--- src/rtl/tfss_pkg.sv ---
// Types and constants of the thermal fan speed stepper.
// No dependencies; every other RTL module imports this package.
package tfss_pkg;

   localparam int TEMP_W  = 8;
   localparam int DUTY_W  = 8;
   localparam int LIMIT_W = 7;
   localparam int CSR_DATA_W = 32;
   localparam int CSR_ADDR_W = 3;

   localparam logic [DUTY_W-1:0]  DUTY_RESET = 8'h80;
   localparam logic [DUTY_W-1:0]  DUTY_MAX   = 8'hFF;
   localparam logic [DUTY_W-1:0]  DUTY_MIN   = 8'h55;
   localparam logic [DUTY_W-1:0]  DUTY_HOT   = 8'hF8;
   localparam logic [DUTY_W-1:0]  STEP_UP    = 8'd5;
   localparam logic [DUTY_W-1:0]  STEP_DOWN  = 8'd4;
   localparam logic [TEMP_W-1:0]  HOT_TEMP   = 8'd80;
   localparam logic [TEMP_W:0]    HOLD_BAND  = 9'd2;
   localparam logic [LIMIT_W-1:0] LIMIT_RESET = 7'd65;

   // Word index of the only register, taken from paddr[2].
   localparam logic REG_TEMP_LIMIT = 1'b0;

   typedef struct packed {
      logic [TEMP_W-1:0] cpu_temp;
      logic [TEMP_W-1:0] gpu_temp;
   } item_type;

   typedef struct packed {
      logic [DUTY_W-1:0] fan_duty;
      logic              beep;
      logic              overheat;
   } result_type;

   typedef struct packed {
      logic advance;   // the held item is processed at this edge
   } core_ctrl_type;

   typedef struct packed {
      logic emit;      // the held item yields a result
   } core_status_type;

endpackage

--- src/rtl/tfss_csr.sv ---
// Configuration register block of the fan speed stepper: temp_limit.
// Depends on tfss_pkg.
module tfss_csr
   import tfss_pkg::*;
(
   input  logic                  clock,
   input  logic                  reset,
   input  logic                  csr_psel,
   input  logic                  csr_penable,
   input  logic                  csr_pwrite,
   input  logic [CSR_ADDR_W-1:0] csr_paddr,
   input  logic [CSR_DATA_W-1:0] csr_pwdata,
   output logic [CSR_DATA_W-1:0] csr_prdata,
   output logic                  csr_pready,
   output logic [LIMIT_W-1:0]    temp_limit
);

   logic [LIMIT_W-1:0] limit_ff;
   logic [LIMIT_W-1:0] limit_in;
   logic               wr_hit;

   assign wr_hit = csr_psel && csr_penable && csr_pwrite && (csr_paddr[2] == REG_TEMP_LIMIT);

   always_comb begin
      limit_in = limit_ff;
      if (wr_hit) begin
         limit_in = csr_pwdata[LIMIT_W-1:0];
      end
   end

   always_ff @(posedge clock) begin
      if (reset) begin
         limit_ff <= LIMIT_RESET;
      end else begin
         limit_ff <= limit_in;
      end
   end

   always_comb begin
      csr_prdata = '0;
      if (csr_paddr[2] == REG_TEMP_LIMIT) begin
         csr_prdata = {{(CSR_DATA_W-LIMIT_W){1'b0}}, limit_ff};
      end
   end

   assign csr_pready = 1'b1;
   assign temp_limit = limit_ff;

endmodule

--- src/rtl/tfss_core.sv ---
// Decision logic and fan state (duty level, warned flag) of the stepper.
// Depends on tfss_pkg.
module tfss_core
   import tfss_pkg::*;
(
   input  logic               clock,
   input  logic               reset,
   input  core_ctrl_type      ctrl,
   input  item_type           item,
   input  logic [LIMIT_W-1:0] temp_limit,
   output core_status_type    status,
   output result_type         result
);

   logic [DUTY_W-1:0] duty_ff;
   logic [DUTY_W-1:0] duty_in;
   logic              warned_ff;
   logic              warned_in;

   logic [TEMP_W-1:0] hottest;
   logic [TEMP_W-1:0] limit_ext;
   logic [DUTY_W:0]   raised;
   logic              above;
   logic              hot;
   logic              hold;

   assign hottest   = (item.gpu_temp > item.cpu_temp) ? item.gpu_temp : item.cpu_temp;
   assign limit_ext = {1'b0, temp_limit};
   assign above     = hottest > limit_ext;
   assign hot       = hottest >= HOT_TEMP;
   // Inside the hold band when limit - 2 <= t <= limit; written as t + 2 >= limit so
   // that a limit below two never wraps.
   assign hold      = !above && (({1'b0, hottest} + HOLD_BAND) >= {1'b0, limit_ext});
   assign raised    = {1'b0, duty_ff} + {1'b0, STEP_UP};

   always_comb begin
      duty_in         = duty_ff;
      warned_in       = warned_ff;
      result.beep     = 1'b0;
      result.overheat = 1'b0;
      priority if (above && !hot) begin
         warned_in = 1'b0;
         duty_in   = raised[DUTY_W] ? DUTY_MAX : raised[DUTY_W-1:0];
      end else if (hold) begin
         duty_in   = duty_ff;
      end else if (!above) begin
         warned_in = 1'b0;
         duty_in   = (duty_ff < (DUTY_MIN + STEP_DOWN)) ? DUTY_MIN : (duty_ff - STEP_DOWN);
      end else begin
         result.beep     = !warned_ff;
         result.overheat = 1'b1;
         warned_in       = 1'b1;
         duty_in         = DUTY_HOT;
      end
      result.fan_duty = duty_in;
   end

   assign status.emit = !hold;

   always_ff @(posedge clock) begin
      if (reset) begin
         duty_ff   <= DUTY_RESET;
         warned_ff <= 1'b0;
      end else if (ctrl.advance) begin
         duty_ff   <= duty_in;
         warned_ff <= warned_in;
      end
   end

endmodule

--- src/rtl/thermal_fan_speed_stepper.sv ---
// An accepted item waits in the input register; when the result register is free
// or drains, its result moves there and is shown (an item in the hold band yields none).
// Throughput: one item per cycle; ready falls only while an item is held and
// the result register is full and not taken.
// Reset is synchronous and active high: both registers empty, duty 128,
// warning clear, temp_limit 65. No clearing pass is needed.
module thermal_fan_speed_stepper
   import tfss_pkg::*;
(
   input  logic                  clock,
   input  logic                  reset,
   input  logic                  req_valid,
   output logic                  req_ready,
   input  logic [TEMP_W-1:0]     req_cpu_temp,
   input  logic [TEMP_W-1:0]     req_gpu_temp,
   output logic                  rsp_valid,
   input  logic                  rsp_ready,
   output logic [DUTY_W-1:0]     rsp_fan_duty,
   output logic                  rsp_beep,
   output logic                  rsp_overheat,
   input  logic                  csr_psel,
   input  logic                  csr_penable,
   input  logic                  csr_pwrite,
   input  logic [CSR_ADDR_W-1:0] csr_paddr,
   input  logic [CSR_DATA_W-1:0] csr_pwdata,
   output logic [CSR_DATA_W-1:0] csr_prdata,
   output logic                  csr_pready
);

   logic               in_valid_ff;
   logic               in_valid_in;
   item_type           in_item_ff;
   logic               out_valid_ff;
   logic               out_valid_in;
   result_type         out_result_ff;
   logic [LIMIT_W-1:0] temp_limit;
   core_ctrl_type      ctrl;
   core_status_type    status;
   result_type         result;
   logic               accept;

   tfss_csr u_csr (
      .clock       (clock),
      .reset       (reset),
      .csr_psel    (csr_psel),
      .csr_penable (csr_penable),
      .csr_pwrite  (csr_pwrite),
      .csr_paddr   (csr_paddr),
      .csr_pwdata  (csr_pwdata),
      .csr_prdata  (csr_prdata),
      .csr_pready  (csr_pready),
      .temp_limit  (temp_limit)
   );

   tfss_core u_core (
      .clock      (clock),
      .reset      (reset),
      .ctrl       (ctrl),
      .item       (in_item_ff),
      .temp_limit (temp_limit),
      .status     (status),
      .result     (result)
   );

   // The held item moves on whenever the result register is free or drains now.
   assign ctrl.advance = in_valid_ff && (!out_valid_ff || rsp_ready);
   assign req_ready    = !in_valid_ff || ctrl.advance;
   assign accept       = req_valid && req_ready;

   always_comb begin
      in_valid_in = in_valid_ff;
      if (accept) begin
         in_valid_in = 1'b1;
      end else if (ctrl.advance) begin
         in_valid_in = 1'b0;
      end
      out_valid_in = out_valid_ff;
      if (ctrl.advance) begin
         out_valid_in = status.emit;
      end else if (rsp_ready) begin
         out_valid_in = 1'b0;
      end
   end

   always_ff @(posedge clock) begin
      if (reset) begin
         in_valid_ff  <= 1'b0;
         out_valid_ff <= 1'b0;
      end else begin
         in_valid_ff  <= in_valid_in;
         out_valid_ff <= out_valid_in;
      end
   end

   always_ff @(posedge clock) begin
      if (accept) begin
         in_item_ff.cpu_temp <= req_cpu_temp;
         in_item_ff.gpu_temp <= req_gpu_temp;
      end
      if (ctrl.advance && status.emit) begin
         out_result_ff <= result;
      end
   end

   assign rsp_valid    = out_valid_ff;
   assign rsp_fan_duty = out_result_ff.fan_duty;
   assign rsp_beep     = out_result_ff.beep;
   assign rsp_overheat = out_result_ff.overheat;

endmodule

--- config.mk ---
export PLATFORM = sky130hd
export DESIGN_NAME = thermal_fan_speed_stepper
export DESIGN_NICKNAME = d
export VERILOG_FILES = /design/src/rtl/tfss_pkg.sv /design/src/rtl/tfss_csr.sv /design/src/rtl/tfss_core.sv /design/src/rtl/thermal_fan_speed_stepper.sv
export SDC_FILE = /design/constraint.sdc
export NUM_CORES = 1
export LEC_CHECK = 0
export ABC_AREA = 1
export BUFFER_PORTS_ARGS = -buffer_cell sky130_fd_sc_hd__buf_2
export CAP_MARGIN = 25
export CORE_MARGIN = 2
export CORE_UTILIZATION = 35
export DETAILED_ROUTE_END_ITERATION = 8
export PLACE_DENSITY = 0.63
export SLEW_MARGIN = 20
export SYNTH_ARGS = -nofsm -noshare
export SYNTH_HDL_FRONTEND = slang
export SYNTH_SLANG_ARGS = --single-unit
--- constraint.sdc ---
create_clock -name clock -period 5.05 [get_ports clock]
set_input_delay 1.01 -clock clock [delete_from_list [all_inputs] [get_ports clock]]
set_output_delay 1.01 -clock clock [all_outputs]
set_load 0.05 [all_outputs]
==> results of run 1 <==
[layer usage]
| layer | share of wire (%) | global-route usage, % | vias up |
|---|---|---|---|
| li1 | - | - | 1289 |
| met3 | 5.1 | 2.65 | 6 |
| met5 | 0 | 0 | - |
| met4 | 1.3 | 3.95 | 0 |
| met1 | 52 | 18.2 | 1073 |
| met2 | 42 | 19.7 | 67 |
[state kept, by name (all words and copies together) (netlist names)]
register          count
rsp_overheat          1
rsp_beep              1
rsp_valid             1
u_core.warned_ff      1
in_valid_ff           1
rsp_fan_duty          8
u_core.duty_ff        8
u_csr.temp_limit      7
in_item_ff           16
[power groups by stage]
stage          registers [mW]  clock network, mW  logic, mW
2_1_floorplan           0.469                  0      0.301
3_3_place_gp            0.438                  0      0.383
3_5_place_dp            0.439                  0      0.391
4_1_cts                 0.431              0.285      0.392
5_1_grt                 0.434              0.297      0.441
6_report                0.430              0.276      0.388
[through the flow]
step                setup slack [ns]  utilization [%]
CTS                            0.880             39.9
finish                          1.00             39.9
global placement                1.01             38.6
global route                   0.522             39.9
floorplan                       1.48                -
detailed placement             0.906             38.6
[cell usage in the layout (no fill, tap or decap), types with 5 or more instances in the layout]
cell type   n
xor2_1      8
dfxtp_1    18
o21ai_1     7
a21oi_1    26
inv_1      52
nand2_2    11
clkbuf_8    5
ha_1       27
o21ai_0    13
nand3_1    25
edfxtp_1   26
nand2_1    63
conb_1     26
buf_2      49
nor2_1     25
nand3_2     5
[cells by family (layout without fill, tap and decap cells)]
| logic type | Yosys count | in the layout | synth area share, % |
|---|---|---|---|
| and+or+nand+nor | 150 | 150 | 24.4 |
| buffers and inverters | 88 | 115 | 14.2 |
| AOI/OAI and AO/OA | 57 | 57 | 10.4 |
| DFF | 44 | 44 | 37.0 |
| adders and majority gates | 27 | 27 | 10.9 |
| xor gates and xnor gates | 10 | 10 | 2.84 |
| other | 2 | 26 | 0.243 |
[critical path, stage by stage, from the launching register on]
cell	delay, ns
edfxtp_1	0.42
ha_1	0.32
nand2_1	0.10
nor2_4	0.16
nand2_1	0.10
nand2_4	0.11
nand2_4	0.12
o21ai_1	0.28
nand3_2	0.16
xor2_1	0.18
inv_1	0.06
ha_1	0.30
nand2_1	0.11
nor2_1	0.05
nor2_1	0.08
o211ai_1	0.09
nand3_1	0.08
nand3b_1	0.08
nor2_1	0.14
nand2_1	0.08
inv_2	0.09
nand2_4	0.08
nand2_2	0.07
nand2_2	0.08
inv_1	0.34
[final timing paths]
path | startpoint | to | slack [ns] | cells past startpoint
setup reg to reg | in_item_ff[7] | rsp_fan_duty[3] | 1.00 | 24
hold reg to reg | u_core.warned_ff | u_core.warned_ff | 0.47 | 2
hold / removal | u_core.warned_ff | u_core.warned_ff | 0.47 | 2
setup / recovery | in_item_ff[7] | rsp_fan_duty[3] | 1.00 | 24
[final cells by class]
type | instances | area, um^2
Multi-Input combinational cell | 270 | 1600
Clock buffer | 5 | 68.8
Tap cell | 108 | 135
Fill cell | 864 | 5190
Timing Repair Buffer | 49 | 245
Inverter | 58 | 218
Sequential cell | 44 | 1140
Clock inverter | 3 | 42.5
==> key figures, run 1 <==
Timing
  – Hold Slack: 0.474 ns
  – Actual slew at the worst max-slew pin: ~0.78 ns
  – Clock Skew: around 0.012 ns
  – Rel. slew slack: around 47%
  – Setup TNS Final: 0 ns
  – Final Setup Violations: 0
  – Highest clock rate: 247 MHz
  – Final Max Slew Viols: 0
  – Period utilisation layout: 80.1%
  – Post-layout min period: roughly 4 ns
  – Final Hold Fails: 0
  – RSZ-0062 raised after global routing: false

Floorplanning
  – Die H: 97.9 um
  – # rows: 34
  – Die outline area: 9590 um^2
  – I/O pin count: between 100 and 150
  – Die W: 97.9 um
  – Initial Utilization: approximately 36%
  – Core area: 8640 um^2

GRT
  – Initial antenna violation count: 0
  – Pin count of the biggest net entering global routing: 17
  – First-pass GRT wire length: 10200 um
  – All-Layer GR Usage: roughly 13%
  – Congestion Overflow GR: 0
  – Vias in the first global route: ~2200

Routing
  – Post-route ant nets: 0
  – Pre-antenna DRT Iters: 4
  – DRC errors left: 0
  – Post-DR wirelength/cell: 11.0 um
  – DRT iter0 DRCs: 93
  – Drt total wl: around 5900 um
  – Vias per cell: ~4.5
  – Via count: 2435

Critical path
  – CP arrival: 4.00 ns
  – Crit path kind: register to register
  – Crit end category: register
  – Worst-path fanout max: 13
  – Worst path required time: 5.00 ns
  – Startpoint Class: register

Logic synthesis
  – Count leader, synth: nand2_1
  – Synth top area share: 25.3%
  – Ys Warns: 0
  – Post-synth ARST share: 0%
  – Synth Flop Type: edfxtp_1
  – Post-Syn Instances: around 380
  – EDFF count, synth: 26
  – Post-synthesis sequential area ratio: 37.0%
  – Top cells by area, synth: edfxtp_1 25%, dfxtp_1 12%, ha_1 11%
  – Synth Register Bits: 44
  – Count of cell types in the netlist: 37
  – Post-synth top cells: 63 x nand2_1, 52 x inv_1, 27 x buf_4, 27 x ha_1
  – Avg Inst Size Synth: 8.17 um^2
  – Synthesized cell area: between 3000 and 4000 um^2
  – Dominant cell type by area after synthesis: edfxtp_1

Clock tree
  – # Post-CTS Setup Buffers: 0
  – Clock Latency Late Sink: 0.30 ns
  – CTS root buf: clkbuf_8
  – Hold buffers post-CTS: 0
  – H-tree depth: 2
  – Clock slew at reported path FFs: approximately 0.090 ns
  – Longest Clk Path Bufs: 2
  – Sink Count: 44
  – CTS Buf Count: 5
  – Post-CTS resize count: 0
  – CTS tree: done

Pwr
  – Int Pwr: 0.677 mW
  – Clock share of power: about a quarter
  – Sw Ratio: 38.2%
  – PD cells: around 320 nW/um^2
  – P_sw: 0.418 mW
  – Part of the power in combinational logic: 35.5%
  – Static leakage: ~1.7 nW
  – Reg power frac: 39.3%
  – Total Power: 1.09 mW
  – Worst ir drop on vdd: between 0.1 and 0.15 mV

Finish
  – Share of post-route cells with drive strength above 1: 21.0%
  – Finished Cell Area: about 3400 um^2
  – # diodes: 0
  – Non-filler cells, final: 537
  – Syn-to-layout area delta: 11.7%
  – Fin nets: 513

Placement
  – Routability cong.: 0.820
  – Final HPWL DP: 4710 um
  – Placed instance area: 3340 um^2
  – Port buffer count: between 40 and 50
  – Placed insts: 529

Outcome
  – Status: finished, final reports clean

Hold path
  – Min-Delay Path Class: register to register

Flow run
  – Number of max-cap violations: 0
Note: power is estimated with default switching activity, not from simulation.
==> run 2, diff against run 1 <==
PLACE_DENSITY = 0.65   (was 0.63)
clock period = 3.4 ns   (was 5.05 ns; I/O delays follow)
==> run 2 against run 1 <==
Compared with the run above:
- the run now ends with negative setup slack left
- clock skew grew 0.0040 ns
- die area is the same
- final area grew 22%
- hold slack improved by 0.016 ns
- critical path type unchanged
- largest power group is now combinational cells
==> key figures, run 2 (synthesized netlist as in run 1, its figures left out) <==
Outcome
  – Status: finished with violations
  – Violated checks: negative setup slack

Hold path
  – WHS Path Cells: 2
  – Hold Path Sink: u_core.warned_ff
  – Worst Hold Launch: u_core.warned_ff
  – Min-Delay Path Class: register to register

Floorplanning
  – Die W: roughly 100 um
  – I/O pin count: a little over 100
  – Die H: 97.9 um
  – Die outline area: 9590 um^2
  – # rows: 34
  – Core area: 8640 um^2
  – Initial Utilization: 35.7%

Clock tree
  – Hold buffers post-CTS: 0
  – CTS Buf Count: 5
  – Longest Clk Path Bufs: 2
  – Clock Latency Late Sink: 0.31 ns
  – CTS tree: done
  – Sink Count: 44
  – Clock slew at reported path FFs: about 0.080 ns
  – H-tree depth: 2
  – CTS root buf: clkbuf_8

Finish
  – Biggest register: in_item_ff
  – Largest register FFs: 16
  – Finished Cell Area: 4210 um^2
  – Fin nets: 569
  – Most common cell after layout, fill and taps aside: buf_2
  – Syn-to-layout area delta: 36.2%
  – Commonest non-fill, non-tap cells in the layout: 49 x buf_2, 47 x buf_4, 45 x inv_1
  – Share of post-route cells with drive strength above 1: 42.1%
  – Non-filler cells, final: 593
  – Final design utilization: 48.7%
  – # diodes: 0

Critical path
  – FF-to-FF End: rsp_overheat
  – Buf/Inv on CP: 3
  – R2r setup slk: -0.10 ns
  – CP arrival: 3.54 ns
  – Worst R2R Path Depth: 23
  – Crit path kind: register to register
  – Max stage delay on crit path: between 0.4 and 0.5 ns
  – CP most frequent cell: nand2_4
  – Worst path required time: 3.43 ns
  – Worst-path fanout max: 6
  – Slowest cell on crit path: edfxtp_1
  – Instance count on the critical path: 23
  – Startpoint Class: register
  – Worst path top cell family by delay: simple AND/OR/NAND/NOR gates
  – Critical R2R Launch: in_item_ff[5]
  – Crit path cell chain: ha_4, nand2_2, nor2_4, nand2_2, nand2_4, nand2_8, nand2_4, nand2_4, ha_4, xnor2_2, inv_2, ha_4, nand4_1, o211ai_1, nand3_1, nand3b_1, nor2_2, nand2_1, inv_2, nand2_4, nand2_4, nand2_4, clkinvlp_4
  – Crit end category: register

Timing
  – Period utilisation layout: 103%
  – Rel. slew slack: 50.9%
  – Actual slew at the worst max-slew pin: 0.732 ns
  – Setup TNS Final: -1.25 ns
  – Highest clock rate: 285 MHz
  – Clock Skew: 0.0160 ns
  – RSZ-0062 raised after global routing: true
  – Final Max Slew Viols: 0
  – Final Hold Fails: 0
  – Worst Setup Slack, final: -0.105 ns
  – Post-layout min period: 3.50 ns
  – Final Setup Violations: 23
  – Hold Slack: just under 0.5 ns

Routing
  – Via count: 2728
  – Drt total wl: 6970 um
  – Vias per cell: 4.60
  – DRC errors left: 0
  – Post-route ant nets: 0
  – DRT iter0 DRCs: between 100 and 150
  – Pre-antenna DRT Iters: 4
  – Post-DR wirelength/cell: 11.8 um

Placement
  – Final HPWL DP: 5070 um
  – Placed insts: 567
  – Placed instance area: 3660 um^2
  – Worst slack, placed: -0.234 ns
  – Routability cong.: 0.853
  – Port buffer count: 49

Pwr
  – Total Power: 1.83 mW
  – Static leakage: about 2.0 nW
  – Worst ir drop on vdd: between 0.2 and 0.25 mV
  – PD cells: 434 nW/um^2

GRT
  – First-pass GRT wire length: 11500 um
  – All-Layer GR Usage: 14.4%
  – Vias in the first global route: 2496
  – Congestion Overflow GR: 0
  – Pin count of the biggest net entering global routing: 17
  – Initial antenna violation count: 0

Flow run
  – Number of max-cap violations: 0
[run 2: cell count changes in the layout (fill, tap and decap cells not counted), moves of 8 or more]
cell and delta:
buf_4 +47, nand2_1 -20, nand2_2 +10, nand2_4 +9, nand3_1 -9, ha_1 -8
ha_4 +8, nand3_2 +8
[run 2: worst min-delay path: cells and delay by family (launching register included)]
family,cells,cell delay [ns]
AOI/OAI and AO/OA,1,0.04
and+or+nand+nor,1,0.07
DFF,1,0.34
[run 2: area by class of cell]
type | instances | area (um^2)
tap | 108 | 135
multi-input combinational | 271 | 1940
clock buffer | 5 | 68.8
inverter | 58 | 221
fill | 816 | 4430
clock inverter | 3 | 18.8
timing repair buffer | 103 | 677
timing repair inverter | 1 | 7.51
sequential | 44 | 1140
[run 2: worst max path at each step]
stage                       to     startpoint  slack [ns]
6_report          rsp_overheat  in_item_ff[5]       -0.10
3_5_place_dp   rsp_fan_duty[2]  in_item_ff[5]       -0.23
4_1_cts        rsp_fan_duty[5]  in_item_ff[7]       -0.05
2_1_floorplan         rsp_beep  in_item_ff[7]       0.004
5_1_grt           rsp_overheat  in_item_ff[3]       -0.33
3_3_place_gp   rsp_fan_duty[2]  in_item_ff[5]       -0.10
[run 2: layer usage]
layer / up-vias / track usage [%] / share of wire, %
li1: 1395 / - / -
met3: 10 / 2.29 / 5.2
met4: 0 / 4.27 / 1.5
met1: 1241 / 20.1 / 46
met2: 82 / 22.9 / 47
met5: - / 0 / 0
[run 2: repair_timing]
| action | in CTS | in global routing |
|---|---|---|
| gates cloned | 1 | 1 |
| endpoints found under the setup margin | 28 | 28 |
| resized for setup | 35 | 44 |
| pin swaps | 27 | 27 |
| setup buffers | 7 | 9 |
[run 2: where the power goes]
part	internal [mW]	total (mW)	leakage [nW]	switching, mW
Clock	0.142	0.334	0.0378	0.192
Sequential	0.617	0.642	0.396	0.0242
Combinational	0.334	0.851	1.56	0.516
